[src/design/rmf_pkg.sv]
// rmf_pkg: shared types and constants for the running median filter.
// No dependencies.
package rmf_pkg;

    typedef logic [7:0] sample_t;

    // sort key: bit 8 set marks an empty cell, which sorts above every sample
    typedef logic [8:0] key_t;

    localparam sample_t SAMPLE_MAX = 8'hFF;
    localparam key_t    KEY_EMPTY  = 9'h100;
    localparam key_t    KEY_FLOOR  = 9'h000;

endpackage

[src/design/running_median_filter.sv]
// running_median_filter: sliding-window median over the last WINDOW_SIZE samples.
// Depends on rmf_pkg and rmf_cell.
//
// Usage:
//   Input channel in_valid/in_ready carries sample (16 bits, values above
//   255 saturate to 255). Output channel out_valid/out_ready carries median.
//   Exactly one median item per sample item, in order.
//   The window is a chain of WINDOW_SIZE sorted cells. On each accepted item
//   every cell updates at once from its neighbors: the oldest sample drops
//   out, the new one is slotted in by value.
//   The result is registered: out_valid rises in the cycle after acceptance.
//   Throughput: 1 item per cycle while out_ready is high; the single output register sets this.
//   While the window is filling, the result is the element at sorted index
//   floor(n/2) of the n samples seen so far.
//   Reset empties the window and clears out_valid; the median register itself is not reset.
//   When out_ready is low with a result held, in_ready drops; the held
//   result and the window stay unchanged until the result is taken.
module running_median_filter
    import rmf_pkg::*;
#(
    parameter int WINDOW_SIZE = 7
)
(
    input  logic        clk,
    input  logic        rst_n,
    input  logic        in_valid,
    output logic        in_ready,
    input  logic [15:0] sample,
    output logic        out_valid,
    input  logic        out_ready,
    output logic [7:0]  median
);

    localparam int AGE_W = $clog2(WINDOW_SIZE);
    localparam int CNT_W = $clog2(WINDOW_SIZE + 1);
    localparam logic [CNT_W-1:0] FULL_CNT = CNT_W'(WINDOW_SIZE);

    logic                 accept;
    logic                 full;
    sample_t              s;
    logic [CNT_W-1:0]     fill_reg;
    logic [CNT_W-1:0]     fill_next;
    logic [CNT_W-1:0]     mid_idx;
    logic                 out_valid_reg;
    logic                 out_valid_next;
    sample_t              median_reg;
    sample_t              median_next;

    key_t                 keys  [WINDOW_SIZE];
    logic [AGE_W-1:0]     ages  [WINDOW_SIZE];
    key_t                 rkeys [WINDOW_SIZE];
    logic [AGE_W-1:0]     rages [WINDOW_SIZE];
    key_t                 nkeys [WINDOW_SIZE];
    logic [WINDOW_SIZE:0] del_chain;
    logic [WINDOW_SIZE-1:0] empty_bits;

    assign in_ready = !out_valid_reg || out_ready;
    assign accept   = in_valid && in_ready;
    assign full     = (fill_reg == FULL_CNT);
    assign s        = (|sample[15:8]) ? SAMPLE_MAX : sample[7:0];
    assign del_chain[0] = 1'b0;

    genvar gi;
    generate
        for (gi = 0; gi < WINDOW_SIZE; gi++)
        begin : g_cell
            key_t             up_key;
            logic [AGE_W-1:0] up_age;
            key_t             lo_rkey;
            logic [AGE_W-1:0] lo_rage;

            if (gi == WINDOW_SIZE - 1)
            begin : g_top
                assign up_key = KEY_EMPTY;
                assign up_age = '0;
            end
            else
            begin : g_mid
                assign up_key = keys[gi+1];
                assign up_age = ages[gi+1];
            end

            if (gi == 0)
            begin : g_bot
                assign lo_rkey = KEY_FLOOR;
                assign lo_rage = '0;
            end
            else
            begin : g_low
                assign lo_rkey = rkeys[gi-1];
                assign lo_rage = rages[gi-1];
            end

            rmf_cell #(
                .WINDOW_SIZE (WINDOW_SIZE),
                .AGE_W       (AGE_W)
            ) u_cell (
                .clk     (clk),
                .rst_n   (rst_n),
                .shift   (accept),
                .full    (full),
                .s       (s),
                .up_key  (up_key),
                .up_age  (up_age),
                .del_in  (del_chain[gi]),
                .lo_rkey (lo_rkey),
                .lo_rage (lo_rage),
                .key     (keys[gi]),
                .age     (ages[gi]),
                .del_out (del_chain[gi+1]),
                .rkey    (rkeys[gi]),
                .rage    (rages[gi]),
                .nkey    (nkeys[gi])
            );

            assign empty_bits[gi] = keys[gi][8];
        end
    endgenerate

    assign fill_next = full ? fill_reg : fill_reg + 1'b1;
    assign mid_idx   = fill_next >> 1;

    // pick the middle cell from the chain's next contents
    always_comb
    begin
        median_next = '0;
        for (int i = 0; i < WINDOW_SIZE; i++)
        begin
            if (mid_idx == CNT_W'(i))
            begin
                median_next = nkeys[i][7:0];
            end
        end
    end

    assign out_valid_next = accept || (out_valid_reg && !out_ready);

    always_ff @(posedge clk or negedge rst_n)
    begin
        if (!rst_n)
        begin
            fill_reg      <= '0;
            out_valid_reg <= 1'b0;
        end
        else
        begin
            out_valid_reg <= out_valid_next;
            if (accept)
            begin
                fill_reg <= fill_next;
            end
        end
    end

    always_ff @(posedge clk)
    begin
        if (accept)
        begin
            median_reg <= median_next;
        end
    end

    assign out_valid = out_valid_reg;
    assign median    = median_reg;

    // sorted order of the two lowest cells
    a_sorted: assert property (@(posedge clk) disable iff (!rst_n)
        keys[0] <= keys[1])
        else $error("chain out of order");

    // occupied cells match the fill count
    a_occupancy: assert property (@(posedge clk) disable iff (!rst_n)
        $countones(empty_bits) == WINDOW_SIZE - int'(fill_reg))
        else $error("cell occupancy differs from fill count");

    // fill count grows by one per item until full
    a_fill: assert property (@(posedge clk) disable iff (!rst_n)
        accept && !full |=> fill_reg == $past(fill_reg) + 1'b1)
        else $error("fill count did not advance");

    // every accepted item yields a result next cycle
    a_result: assert property (@(posedge clk) disable iff (!rst_n)
        accept |=> out_valid)
        else $error("missing result");

    // a full window always has an oldest cell to drop; a window still filling has none
    a_evict: assert property (@(posedge clk) disable iff (!rst_n)
        del_chain[WINDOW_SIZE] == full)
        else $error("oldest sample not found");

endmodule

[src/design/rmf_cell.sv]
// rmf_cell: one cell of the sorted window chain; holds one sample and its age.
// Depends on rmf_pkg.
module rmf_cell
    import rmf_pkg::*;
#(
    parameter int WINDOW_SIZE = 7,
    parameter int AGE_W       = 3
)
(
    input  logic             clk,
    input  logic             rst_n,
    input  logic             shift,
    input  logic             full,
    input  sample_t          s,
    input  key_t             up_key,
    input  logic [AGE_W-1:0] up_age,
    input  logic             del_in,
    input  key_t             lo_rkey,
    input  logic [AGE_W-1:0] lo_rage,
    output key_t             key,
    output logic [AGE_W-1:0] age,
    output logic             del_out,
    output key_t             rkey,
    output logic [AGE_W-1:0] rage,
    output key_t             nkey
);

    localparam logic [AGE_W-1:0] OLD_AGE = AGE_W'(WINDOW_SIZE - 1);

    key_t             key_reg;
    key_t             key_next;
    logic [AGE_W-1:0] age_reg;
    logic [AGE_W-1:0] age_next;
    logic             is_old;
    logic             del_le;
    logic             gt;
    logic             lo_gt;
    key_t             s_key;

    assign s_key  = {1'b0, s};
    assign is_old = full && !key_reg[8] && (age_reg == OLD_AGE);
    assign del_le = del_in | is_old;

    // contents after the oldest sample is taken out of the chain
    assign rkey = del_le ? up_key : key_reg;
    assign rage = del_le ? up_age : age_reg;

    assign gt    = rkey > s_key;
    assign lo_gt = lo_rkey > s_key;

    always_comb
    begin
        priority if (gt && lo_gt)
        begin
            key_next = lo_rkey;
            age_next = lo_rage + 1'b1;
        end
        else if (gt)
        begin
            key_next = s_key;
            age_next = '0;
        end
        else
        begin
            key_next = rkey;
            age_next = rage + 1'b1;
        end
    end

    always_ff @(posedge clk or negedge rst_n)
    begin
        if (!rst_n)
        begin
            key_reg <= KEY_EMPTY;
            age_reg <= '0;
        end
        else if (shift)
        begin
            key_reg <= key_next;
            age_reg <= age_next;
        end
    end

    assign key     = key_reg;
    assign age     = age_reg;
    assign del_out = del_le;
    assign nkey    = key_next;

endmodule
[config.mk]
export PLATFORM = sky130hd
export DESIGN_NAME = running_median_filter
export DESIGN_NICKNAME = d
export VERILOG_FILES = /design/src/design/rmf_pkg.sv /design/src/design/running_median_filter.sv /design/src/design/rmf_cell.sv
export SDC_FILE = /design/constraint.sdc
export NUM_CORES = 1
export LEC_CHECK = 0
export BUFFER_PORTS_ARGS = -buffer_cell sky130_fd_sc_hd__buf_2
export CAP_MARGIN = 10
export CORE_MARGIN = 2
export CORE_UTILIZATION = 50
export CTS_CLUSTER_SIZE = 28
export DETAILED_ROUTE_END_ITERATION = 12
export HOLD_SLACK_MARGIN = 0.02
export PLACE_DENSITY = 0.76
export RECOVER_POWER = 25
export SLEW_MARGIN = 40
export SYNTH_ARGS = -nofsm -noshare
export SYNTH_HDL_FRONTEND = slang
export SYNTH_SLANG_ARGS = --single-unit
[constraint.sdc]
create_clock -name clk -period 5.2 [get_ports clk]
set_input_delay 0.52 -clock clk [delete_from_list [all_inputs] [get_ports clk]]
set_output_delay 0.52 -clock clk [all_outputs]
set_load 0.01 [all_outputs]
==> results of run 1 <==
[cells by family after synthesis]
group | after synthesis | synth area share (%)
AND/OR/NAND/NOR | 267 | 16.4
buffers and inverters | 93 | 5.49
multiplexers | 92 | 12.7
adder cells (fa/ha/maj) | 64 | 10.2
flip-flops | 96 | 31.2
XOR/XNOR | 7 | 0.780
AO/OA/AOI/OAI | 265 | 23.3
[how the worst min path moves through the flow]
| stage | from | endpoint | slack (ns) | cells after the start |
|---|---|---|---|---|
| final | in_valid | out_valid | 0.39 | 2 |
| after global routing | in_valid | out_valid | 0.38 | 2 |
| after CTS | rst_n | g_cell[0].u_cell.key[3] | 0.09 | 1 |
| after detailed placement | rst_n | g_cell[0].u_cell.key[3] | 0.47 | 1 |
| after global placement | g_cell[0].u_cell.key[1] | g_cell[0].u_cell.key[1] | 0.46 | 2 |
| after floorplan | rst_n | fill_reg[0] | 0.22 | 0 |
[where the power goes]
group / internal [mW] / switching [mW] / total [mW] / leakage [nW]
Clock: 0.370 / 0.311 / 0.681 / 0.145
Combinational: 1.27 / 1.71 / 2.98 / 2.47
Sequential: 1.09 / 0.266 / 1.36 / 1.05
[worst max-delay path, delay by kind of cell, from the launching register on]
family          cells  cell delay [ns]
mux                 1             0.43
compound gates      7             1.90
fa+ha+maj           2             0.63
simple gates        3             0.55
buf+inv             2             0.54
flops               1             0.40
[area by class of cell]
type	instances	area (µm²)	share of cell area [%]
well taps	211	264	3.11
repair buffers	53	338	3.98
clock inverters	3	22.5	0.265
inverters	43	161	1.90
flip-flops and latches	96	2450	28.9
clock buffers	13	272	3.20
multi-input cells	695	4980	58.7
[metal layers]
metal / GRT usage, % / wire length [µm]
met5: 0 / 0
met4: 12.9 / 877
met3: 3.06 / 1190
met2: 41.3 / 9700
met1: 36.1 / 9540
[cells in the final DEF (no fill, tap or decap), types with 10 or more instances in the layout]
| cell | n |
|---|---|
| nand3_1 | 36 |
| a21oi_1 | 53 |
| ha_1 | 64 |
| and2_1 | 11 |
| buf_4 | 22 |
| inv_1 | 42 |
| nand4_1 | 13 |
| dfrtp_1 | 81 |
| buf_2 | 28 |
| nand2b_1 | 10 |
| nor2_1 | 70 |
| nor3_1 | 16 |
| a31oi_1 | 28 |
| clkbuf_16 | 10 |
| o21ai_0 | 61 |
| mux2i_1 | 48 |
| nand2_1 | 79 |
| mux2_2 | 39 |
| o22a_1 | 11 |
| o211ai_1 | 20 |
==> out/metrics.csv, run 1 <==
metric;value;unit
placedCellCount;1098;
p_total;5.02;mW
setup_slack;0.498;ns
worst_slew_pin_slew;2.75;ns
syn_area_per_cell;8.90;µm²
dp_hpwl;15500;µm
synth.largest_area_cell;dfrtp_1;
post_cts_buffers;0;
crit_path_end_kind;flip-flop;
crit_start;fill_reg[0];
rows;45;
synthFlopType;dfrtp_1;
async_reset_ff_share;91.7;%
clk_latency;0.36;ns
yosysMostFrequentCell;dfrtp_1;
slew_viol_final;91;
ir_drop;346;µV
cts_buffers;9;
clk_pin_slew;0.07;ns
critPathSlowestCell;o221ai_2;
run_status;finished with violations;
whs;0.386;ns
critical_path_arrival;4.80;ns
final_cells;1114;
power.leakage;3.67;nW
yosysSeqAreaShare;31.2;%
grt_pass1_wl;34300;µm
routedWlPerCell;19.1;µm
reg2reg_depth;15;
finalHoldViolCount;0;
fin_crit_sh;90.4;%
place_area;8200;µm²
critPathCapture;median[0];
viasPerCell;6.21;
min_period;4.70;ns
cts_tree;yes;
dp_slack;0.528;ns
setup_tns;0;ns
clock_sinks;96;
track_usage;26.2;%
ios;30;
drc;0;
hold_buffers;0;
synth_fp_nets;968;
yosysWarnings;0;
place.gp.congestion;0.936;
die_y;129;µm
r2r-start;fill_reg[0];
grt-ovfl-total;0;
largest_reg_flops;63;
fmax;213;MHz
grt_max_degree;72;
worstPathMaxFanout;15;
drtPass1Iterations;5;
ys_types;77;
hold_path_class;in -> reg;
power_per_cell_area;592;nW/µm²
maxCapViolCount;2;
cp.required;5.30;ns
final_area;8490;µm²
final_nets;982;
core-area;15300;µm²
antenna_found_initial;0;
cts_resized;0;
setup_violations;0;
fin_skew;0.00888;ns
rsz0062_at_grt;false;
fin_util;55.5;%
wl;21300;µm
num-fill-cells;1403;
synthTopCellsByArea;dfrtp_1 (26%), ha_1 (10%), mux2i_1 (6.1%), mux2_2 (5.6%), o21ai_0 (3.9%);
diodes;0;
worstPathCellList;ha_1 -> and2_1 -> a22o_4 -> a21oi_4 -> mux2_2 -> ha_1 -> nand4_1 -> o21bai_1 -> a211oi_1 -> o221ai_2 -> buf_4 -> buf_4 -> nor3b_1 -> a311oi_1 -> a2bb2oi_1;
violations;max-capacitance violations, max-slew violations;
ant_nets;0;
num_vias;6918;
maxSlewHeadroom;-83.1;%
drt_iter0_drc;606;
yosysTopAreaCellShare;25.8;%
grt_pass1_vias;6628;
critical_path_class;reg -> reg;
regToRegSetupSlack;0.50;ns
r2r-end;median[0];
htree_levels;3;
synth_commonest_cells;dfrtp_1 (81), nand2_1 (80), nor2_1 (70), ha_1 (64), o21ai_0 (61);
syn_inst;884;
synthToLayoutAreaGrowth;7.99;%
die_w;129;µm
root_buffer;clkbuf_16;
start_kind;flip-flop;
cts_buffer_depth;2;
drive_above_1_share;15.9;%
ys_ff_latch;96;
critical_path.max_stage_delay;0.50;ns
port_buffers;29;
synth_edf_count;8;
start_util;51.4;%
dieArea;16700;µm²
synth_area;7870;µm²
Note: power is estimated with default switching activity, not from simulation.
==> run 2: changes to the inputs <==
Settings changed: CAP_MARGIN 10 to 20, PLACE_DENSITY 0.76 to 0.68.
==> out/metrics.csv, run 2 (synthesis results as in run 1) <==
metric;value;unit;change
start_util;51.4;%;unchanged
ir_drop;260;µV;was 346 µV
fin_crit_sh;90.3;%;was 90.4%
grt_max_degree;75;;was 72
grt_use_met3;2.44;%;was 3.06%
met1_usage;37.9;%;was 36.1%
maxSlewHeadroom;-48.4;%;was -83.1%
final_nets;978;;was 982
wl;21100;µm;was 21300 µm
drive_above_1_share;15.6;%;was 15.9%
clk_pin_slew;0.08;ns;was 0.07 ns
setup_violations;0;;unchanged
place.gp.congestion;0.937;;was 0.936
routedWlPerCell;19.1;µm;about the same
worstPathCellList;ha_1 -> and3b_1 -> nand2_2 -> mux2_2 -> ha_1 -> and3_1 -> or3b_2 -> o211ai_1 -> nand2_1 -> o21ai_0 -> a221oi_1 -> o22a_1;;was ha_1 -> and2_1 -> a22o_4 -> a21oi_4 -> mux2_2 -> ha_1 -> nand4_1 -> o21bai_1 -> a211oi_1 -> o221ai_2 -> buf_4 -> buf_4 -> nor3b_1 -> a311oi_1 -> a2bb2oi_1
htree_levels;3;;unchanged
rows;45;;unchanged
dp_slack;0.625;ns;was 0.528 ns
violations;max-capacitance violations, max-slew violations;;unchanged
cp_top_family;simple AND/OR/NAND/NOR gates;;was compound AO/OA/AOI/OAI gates
maxCapViolCount;1;;was 2
worst_slew_pin_slew;2.23;ns;was 2.75 ns
clk_latency;0.36;ns;about the same
port_buffers;29;;unchanged
met2_usage;41.9;%;was 41.3%
cts_buffers;9;;unchanged
fmax;213;MHz;about the same
core-area;15300;µm²;unchanged
rsz0062_at_grt;false;;unchanged
num-fill-cells;1473;;was 1403
cp_num_buf_inv;0;;was 2
dieArea;16700;µm²;unchanged
cts_tree;yes;;unchanged
worstPathMaxFanout;17;;was 15
synthToLayoutAreaGrowth;7.70;%;was 7.99%
seq_area;2450;µm²;unchanged
layout_commonest_cell;dfrtp_1;;unchanged
grt_pass1_wl;34600;µm;was 34300 µm
die_y;129;µm;unchanged
final_cells;1110;;was 1114
finalHoldViolCount;0;;unchanged
drtPass1Iterations;5;;unchanged
multi_input_area;5000;µm²;was 4980 µm²
critical_path.max_stage_delay;0.50;ns;about the same
setup_slack;0.506;ns;was 0.498 ns
final_cell_mix;dfrtp_1 (81), nand2_1 (79), nor2_1 (70);;unchanged
p_total;4.98;mW;was 5.02 mW
clock_sinks;96;;unchanged
hold_buffers;0;;unchanged
slew_viol_final;39;;was 91
ant_nets;0;;unchanged
crit_path_end_kind;flip-flop;;unchanged
drt_iter0_drc;558;;was 606
critPathSlowestCell;nand2_1;;was o221ai_2
track_usage;26.3;%;was 26.2%
grt-ovfl-total;0;;unchanged
die_w;129;µm;unchanged
largest_reg_flops;63;;unchanged
power_per_cell_area;588;nW/µm²;was 592 nW/µm²
hold_path_class;in -> reg;;unchanged
cts_buffer_depth;2;;unchanged
power.leakage;3.62;nW;was 3.67 nW
placedCellCount;1094;;was 1098
min_period;4.69;ns;was 4.70 ns
root_buffer;clkbuf_16;;unchanged
dp_hpwl;15400;µm;was 15500 µm
fin_skew;0.0121;ns;was 0.00888 ns
critical_path_arrival;4.80;ns;about the same
num_vias;6877;;was 6918
drc;0;;unchanged
setup_tns;0;ns;unchanged
antenna_found_initial;0;;unchanged
busiest_layer;met2;;unchanged
diodes;0;;unchanged
whs;0.378;ns;was 0.386 ns
run_status;finished with violations;;unchanged
cts_resized;0;;unchanged
ios;30;;unchanged
critical_path_class;reg -> reg;;unchanged
cp.required;5.31;ns;was 5.30 ns
crit_path_frequent_cell;ha_1;;
viasPerCell;6.20;;was 6.21
start_kind;flip-flop;;unchanged
post_cts_buffers;0;;unchanged
grt_pass1_vias;6542;;was 6628
[run 2: final timing paths]
path | from | endpoint | slack, ns | depth (start not counted)
worst min-delay path | in_valid | out_valid | 0.38 | 2
min in group asynchronous | rst_n | g_cell[0].u_cell.key[5] | 0.81 | 1
worst min register to register | g_cell[0].u_cell.key[5] | g_cell[0].u_cell.key[5] | 0.48 | 2
max in group asynchronous | rst_n | g_cell[3].u_cell.age[2] | 2.13 | 2
worst max-delay path | fill_reg[0] | median[2] | 0.51 | 12
worst max register to register | fill_reg[0] | median[2] | 0.51 | 12
[run 2: stage by stage]
step | utilization [%] | cell area [µm²]
after global placement | 53.4 | 8170
after CTS | 55.3 | 8470
final | 55.3 | 8470
after detailed placement | 53.4 | 8180
after floorplan | - | 7870
after global routing | 55.3 | 8470
[run 2: cell type report]
type	instances	area share (%)
flip-flops and latches	96	28.9
repair buffers	49	3.53
well taps	211	3.12
multi-input cells	695	59.0
clock inverters	6	0.827
inverters	43	1.91
clock buffers	10	2.70
[run 2: power by group]
group	leakage [nW]	total, mW	internal (mW)	switching (mW)
registers	1.05	1.35	1.09	0.256
clock network	0.135	0.691	0.375	0.316
logic	2.44	2.94	1.25	1.69
total	3.62	4.98	2.72	2.26
[run 2: per-layer routing]
metal	wire length [µm]	up-vias	share of wire (%)
met4	366	0	1.7
met5	0	-	0
met2	9730	228	46
met3	1110	27	5.2
li1	-	3317	-
met1	9950	3305	47
